### config.mk
export PLATFORM = sky130hd
export DESIGN_NAME = tpc_term
export DESIGN_NICKNAME = d
export VERILOG_FILES = /design/src/rtl/core/tpc_pkg.sv /design/src/rtl/core/tpc_div.sv /design/src/rtl/core/tpc_term.sv
export SDC_FILE = /design/constraint.sdc
export NUM_CORES = 2
export LEC_CHECK = 0
export BUFFER_PORTS_ARGS = -buffer_cell sky130_fd_sc_hd__buf_4
export CAP_MARGIN = 20
export CORE_ASPECT_RATIO = 1.5
export CORE_MARGIN = 4
export CORE_UTILIZATION = 50
export DETAILED_ROUTE_END_ITERATION = 12
export GPL_ROUTABILITY_DRIVEN = 0
export PLACE_DENSITY = 0.66
export SYNTH_ARGS = -nofsm -noshare
export SYNTH_HDL_FRONTEND = slang
export SYNTH_SLANG_ARGS = --single-unit
### constraint.sdc
create_clock -name i_clk -period 6.74 [get_ports i_clk]
set_input_delay 1.685 -clock i_clk [delete_from_list [all_inputs] [get_ports i_clk]]
set_output_delay 1.685 -clock i_clk [all_outputs]
set_load 0.02 [all_outputs]
### src/rtl/core/tpc_pkg.sv
package tpc_pkg;

    localparam int COORD_W     = 24;
    localparam int COL_W       = 12;
    localparam int AREA_W      = 17;
    localparam int IN_TDATA_W  = 160;
    localparam int OUT_TDATA_W = 24;

endpackage

### src/rtl/core/tpc_div.sv
module tpc_div import tpc_pkg::*; #(
    parameter int NW = 44,
    parameter int DW = 29,
    parameter int QW = 9
) (
    input  logic          i_clk,
    input  logic          i_en,
    input  logic [NW-1:0] i_num,
    input  logic [DW-1:0] i_den,
    output logic [QW-1:0] o_quot
);

    // one quotient bit per stage, most significant first
    logic [NW-1:0] r_rem [QW-1];
    logic [DW-1:0] r_den [QW-1];
    logic [QW-1:0] r_q   [QW];

    logic [NW-1:0] w_rin [QW];
    logic [DW-1:0] w_din [QW];
    logic [QW-1:0] w_qin [QW];

    genvar gi;
    generate
        for (gi = 0; gi < QW; gi++) begin : g_stage
            logic [NW-1:0] w_cmp;
            logic          w_ge;

            if (gi == 0) begin : g_first
                assign w_rin[gi] = i_num;
                assign w_din[gi] = i_den;
                assign w_qin[gi] = '0;
            end else begin : g_next
                assign w_rin[gi] = r_rem[gi-1];
                assign w_din[gi] = r_den[gi-1];
                assign w_qin[gi] = r_q[gi-1];
            end

            assign w_cmp = NW'(w_din[gi]) << (QW - 1 - gi);
            assign w_ge  = (w_rin[gi] >= w_cmp);

            always_ff @(posedge i_clk) begin
                if (i_en) begin
                    r_q[gi] <= {w_qin[gi][QW-2:0], w_ge};
                end
            end

            if (gi < QW - 1) begin : g_carry
                always_ff @(posedge i_clk) begin
                    if (i_en) begin
                        r_rem[gi] <= w_ge ? (w_rin[gi] - w_cmp) : w_rin[gi];
                        r_den[gi] <= w_din[gi];
                    end
                end
            end
        end
    endgenerate

    assign o_quot = r_q[QW-1];

endmodule

### src/rtl/core/tpc_term.sv
module tpc_term import tpc_pkg::*; #(
    parameter int FRACTION_BITS = 8,
    parameter int CW            = 29
) (
    input  logic                          i_clk,
    input  logic                          i_en,
    input  logic [FRACTION_BITS:0]        i_h,
    input  logic signed [CW-1:0]          i_lo,
    input  logic signed [CW-1:0]          i_hi,
    input  logic signed [CW-1:0]          i_x,
    output logic [CW+FRACTION_BITS:0]     o_excess
);

    localparam int HW = FRACTION_BITS + 1;
    localparam int EW = CW + HW;
    localparam int NW = CW + HW + 1;

    // stage a: classify the column line against the edge
    logic          r_a_zero, r_a_full;
    logic [CW-1:0] r_a_d, r_a_span, r_a_g;
    logic [HW-1:0] r_a_h;

    always_ff @(posedge i_clk) begin
        if (i_en) begin
            r_a_zero <= (i_x >= i_hi);
            r_a_full <= (i_x <= i_lo);
            r_a_d    <= i_hi - i_x;
            r_a_span <= i_hi - i_lo;
            r_a_g    <= i_lo + i_hi - (i_x <<< 1);
            r_a_h    <= i_h;
        end
    end

    // stage b: dividend with half-span rounding, full-band product
    logic          r_b_zero, r_b_full;
    logic [CW-1:0] r_b_d, r_b_span;
    logic [NW-1:0] r_b_num;
    logic [EW-1:0] r_b_fullp;

    always_ff @(posedge i_clk) begin
        if (i_en) begin
            r_b_zero  <= r_a_zero;
            r_b_full  <= r_a_full;
            r_b_d     <= r_a_d;
            r_b_span  <= r_a_span;
            r_b_num   <= NW'(r_a_h) * NW'(r_a_d) + NW'(r_a_span >> 1);
            r_b_fullp <= EW'(r_a_h) * EW'(r_a_g);
        end
    end

    logic [HW-1:0] w_t;

    tpc_div #(
        .NW (NW),
        .DW (CW),
        .QW (HW)
    ) u_div (
        .i_clk  (i_clk),
        .i_en   (i_en),
        .i_num  (r_b_num),
        .i_den  (r_b_span),
        .o_quot (w_t)
    );

    // side data kept in step with the divider
    logic          r_p_zero  [HW];
    logic          r_p_full  [HW];
    logic [CW-1:0] r_p_d     [HW];
    logic [EW-1:0] r_p_fullp [HW];

    always_ff @(posedge i_clk) begin
        if (i_en) begin
            r_p_zero[0]  <= r_b_zero;
            r_p_full[0]  <= r_b_full;
            r_p_d[0]     <= r_b_d;
            r_p_fullp[0] <= r_b_fullp;
            for (int i = 1; i < HW; i++) begin
                r_p_zero[i]  <= r_p_zero[i-1];
                r_p_full[i]  <= r_p_full[i-1];
                r_p_d[i]     <= r_p_d[i-1];
                r_p_fullp[i] <= r_p_fullp[i-1];
            end
        end
    end

    // stage c: zero, the full-band product, or the triangle area from the crossing height
    logic [EW-1:0] r_c_ex;

    always_ff @(posedge i_clk) begin
        if (i_en) begin
            priority if (r_p_zero[HW-1]) begin
                r_c_ex <= '0;
            end else if (r_p_full[HW-1]) begin
                r_c_ex <= r_p_fullp[HW-1];
            end else begin
                r_c_ex <= EW'(w_t) * EW'(r_p_d[HW-1]);
            end
        end
    end

    assign o_excess = r_c_ex;

endmodule

==> summary.md <==
• **starting density of the core** 50.4%
• **number of I/O port buffers** 135
• **H-tree levels** 4
• **Least-Margin Pin Slew** 1100 ps
• **number of filler cells placed in the layout** 15,300
• **area taken by multi-input logic gates** 42,500 µm²
• **buffer levels on the longest clock path** 4
• **Setup Buffers After CTS** 0
• **Std-Cell Core Area** 183,000 µm²
• **Worst-path clk slew** 60 ps
• **setup ws final** 187 ps
• **launching element type of the critical path** register
• **final max-slew violation count** 0
• **total of flip-flops plus latches after synthesis** 1,482
• **final count of hold timing violations** 0
• **total number of yosys warnings** 0
• **busiest grt layer** met2
• **Die Outline Area** 192,000 µm²
• **routed vias** 57,300
• **GR met3 Demand/Resource** 2.02%
• **worst relative slew slack** 25.8%
• **number of buffers created by CTS** 146
• **clock tree from TritonCTS** built
• **combined area of all synthesized cells** 92,200 µm²
• **global route total overflow** 0
• **post-route minimum period** 6550 ps
• **cells along the critical path** buf_4 -> buf_4 -> and2_1 -> fa_1 -> inv_1 -> fa_1 -> inv_1 -> fa_1 -> inv_1 -> fa_1 -> inv_1 -> ha_1 -> and3_1 -> o21ai_0 -> o21ai_0 -> o31a_1 -> o31ai_1 -> o31a_1 -> a21o_1 -> o21ai_0 -> a21oi_1 -> xnor2_1
• **number of rows in the core area** 192
• **net count of the finished layout** 9,346
• **first-pass iteration count of the detailed router** 6
• **final worst-path cycle share** 97.2%
• **maximum number of pins on one net before global-route repair** 199
• **wire length per cell** 18.0 µm
• **Detailed Route WL** 191,000 µm
• **setup repair after global routing missed its margin** false
• **Clk Tree Root Cell** sky130_fd_sc_hd__clkbuf_16
• **Post-Synthesis Mean Instance Area** 11.7 µm²
• **count of flip-flops with a built-in enable after synthesis** 1,482
• **met2 usage in global routing** 37.3%
• **sink count of the clock tree** 1,482
• **async set-reset flop share out of synthesis** 0%
• **number of antenna violations at the first check in global routing** 4
• **largest incremental delay on the critical path** 770 ps
• **Place WS** 316 ps
• **register area share after synthesis** 48.3%
• **Post-Route Setup TNS** 0 ps
• **I/O pin count** 136
• **critical path capture point type** register
• **Required @ worst endpoint** 7220 ps
• **DR vias/cell** 5.41
• **type of the worst min-delay path** register to register
• **global-route wire length before repair** 309,000 µm
• **remaining antenna violation count** 0
• **# resized after CTS** 0
• **Layout Skew** 46.6 ps
• **endpoints failing setup** 0
• **count of distinct cell types in the synthesized netlist** 95
• **most instantiated flip-flop cell in the synthesis netlist** sky130_fd_sc_hd__edfxtp_1
• **Register-to-Register Setup Slack** 190 ps
• **post-synthesis cell count** 7,914
• **largest driver fanout on the critical path** 22
• **estimated wirelength of the detail-placed design** 147,000 µm
• **DRC viols** 0
• **synthesized net count** 9,212
• **Max Freq** 153 MHz
• **area taken by flip-flops and latches** 44,500 µm²
• **clk_lat worst skew** 770 ps
• **initial DRC count** 3,734
• **family with the most delay on the worst path** adder cells
• **overall routing resource usage** 20.1%
• **worst setup path class** register to register
• **horizontal die dimension** 359 µm
• **run status** completed
• **buffers plus inverters on the worst setup path** 6
• **die height** 534 µm
• **fraction of met1 tracks used by global routing** 22.0%
• **share of post-route cells with drive strength above 1** 6.24%
• **Hold Buf Count CTS** 0
• **endpoint arrival time on the critical path** 7030 ps
• **via count of the first global-routing pass** 60,300
• **area added between synthesis and finish** 9.32%
• **Max-Cap Viols** 0
• **cell with the largest stage delay on the worst path** sky130_fd_sc_hd__edfxtp_1
[per-layer routing]
metal,routed length [µm],vias up
met5,0,-
met4,12900,0
met3,6820,585
met2,101000,1460
met1,70200,27900
li1,-,27400
[worst reg2reg max path: stages (launching register included)]
cell and delay (ps):
sky130_fd_sc_hd__edfxtp_1 770, sky130_fd_sc_hd__buf_4 340, sky130_fd_sc_hd__buf_4 220, sky130_fd_sc_hd__and2_1 200, sky130_fd_sc_hd__fa_1 530, sky130_fd_sc_hd__inv_1 60, sky130_fd_sc_hd__fa_1 530, sky130_fd_sc_hd__inv_1 50
sky130_fd_sc_hd__fa_1 480, sky130_fd_sc_hd__inv_1 50, sky130_fd_sc_hd__fa_1 470, sky130_fd_sc_hd__inv_1 40, sky130_fd_sc_hd__ha_1 340, sky130_fd_sc_hd__and3_1 200, sky130_fd_sc_hd__o21ai_0 200, sky130_fd_sc_hd__o21ai_0 160
sky130_fd_sc_hd__o31a_1 280, sky130_fd_sc_hd__o31ai_1 490, sky130_fd_sc_hd__o31a_1 280, sky130_fd_sc_hd__a21o_1 170, sky130_fd_sc_hd__o21ai_0 110, sky130_fd_sc_hd__a21oi_1 200, sky130_fd_sc_hd__xnor2_1 100
[flip-flops by register name, summed over array words and instances (netlist names)]
register	cells
r_p_d	261
u_div.r_rem	312
r_p_full	9
r_b_zero	1
r_a_full	1
r_p_zero	9
r_a_h	9
o_excess	38
u_div.r_den	232
r_a_d	29
r_b_num	39
u_div.r_q	45
r_b_d	29
r_b_full	1
r_a_g	28
r_a_span	29
r_a_zero	1
r_b_fullp	38
r_b_span	29
r_p_fullp	342
[cells in the final DEF, fill, tap and decap left out, types with 202 or more instances in the layout]
cell                       count
sky130_fd_sc_hd__a21oi_1     408
sky130_fd_sc_hd__inv_1      1156
sky130_fd_sc_hd__nor2_1      326
sky130_fd_sc_hd__and2_1      406
sky130_fd_sc_hd__a21o_1      202
sky130_fd_sc_hd__edfxtp_1   1482
sky130_fd_sc_hd__fa_1        632
sky130_fd_sc_hd__xnor2_1     215
sky130_fd_sc_hd__o21ai_0     322
sky130_fd_sc_hd__nand2_1     755
sky130_fd_sc_hd__ha_1        568
[worst paths after layout]
kind	start	to	cells after the start
max	r_a_h[3]$_DFFE_PP_	r_b_fullp[37]$_DFFE_PP_	22
min	r_p_d[0][155]$_DFFE_PP_	r_p_d[0][184]$_DFFE_PP_	0
max reg2reg	r_a_h[3]$_DFFE_PP_	r_b_fullp[37]$_DFFE_PP_	22
min reg2reg	r_p_d[0][155]$_DFFE_PP_	r_p_d[0][184]$_DFFE_PP_	0
[through the flow]
stage	hold slack, ps	utilization [%]	std cells	cell area (µm²)
6_report	373	55.1	10600	101000
5_1_grt	387	55.1	10600	101000
4_1_cts	373	55.1	10600	101000
3_5_place_dp	405	52.5	10300	96200
3_3_place_gp	401	52.5	10300	96200
2_1_floorplan	400	-	7914	92200
[cells by family (layout without fill, tap and decap cells)]
| kind of cell | count (synthesis) | count (layout) | share of synthesized area (%) |
|---|---|---|---|
| and+or+nand+nor | 2022 | 2022 | 10.7 |
| DFF | 1482 | 1482 | 48.3 |
| AOI/OAI and AO/OA | 1385 | 1385 | 9.58 |
| buffers and inverters | 1379 | 1620 | 5.67 |
| adders and majority gates | 1200 | 1200 | 21.4 |
| xor gates and xnor gates | 389 | 389 | 3.69 |
| muxes | 57 | 57 | 0.667 |
| other | 0 | 1 | 0 |
[Yosys cell counts (37+ instances only)]
cell,count,share of area [%]
sky130_fd_sc_hd__a211oi_1,37,0.30
sky130_fd_sc_hd__a21o_1,202,1.6
sky130_fd_sc_hd__a21oi_1,408,2.2
sky130_fd_sc_hd__and2_1,406,2.8
sky130_fd_sc_hd__and3_1,42,0.28
sky130_fd_sc_hd__clkbuf_1,172,0.70
sky130_fd_sc_hd__edfxtp_1,1482,48
sky130_fd_sc_hd__fa_1,632,14
sky130_fd_sc_hd__ha_1,568,7.7
sky130_fd_sc_hd__inv_1,1156,4.7
sky130_fd_sc_hd__nand2_1,755,3.1
sky130_fd_sc_hd__nand2b_1,70,0.47
sky130_fd_sc_hd__nand3_1,100,0.54
sky130_fd_sc_hd__nand4_1,54,0.37
sky130_fd_sc_hd__nor2_1,327,1.3
sky130_fd_sc_hd__nor2b_1,67,0.45
sky130_fd_sc_hd__nor3_1,73,0.40
sky130_fd_sc_hd__o21a_1,63,0.51
sky130_fd_sc_hd__o21ai_0,322,1.7
sky130_fd_sc_hd__o21bai_1,40,0.33
sky130_fd_sc_hd__xnor2_1,215,2.0
sky130_fd_sc_hd__xor2_1,174,1.7
[layout make-up]
| type | count | area share [%] |
|---|---|---|
| Sequential cell | 1482 | 44.1 |
| Tap cell | 2425 | 3.01 |
| Antenna cell | 1 | 0.00248 |
| Clock buffer | 182 | 3.86 |
| Inverter | 1157 | 4.31 |
| Clock inverter | 73 | 0.710 |
| Timing Repair Buffer | 208 | 1.77 |
| Multi-Input combinational cell | 5053 | 42.2 |
Power is left out: the tool's default activity adds up to more than one toggle a clock period on the data nets, which glitch-free logic cannot reach.
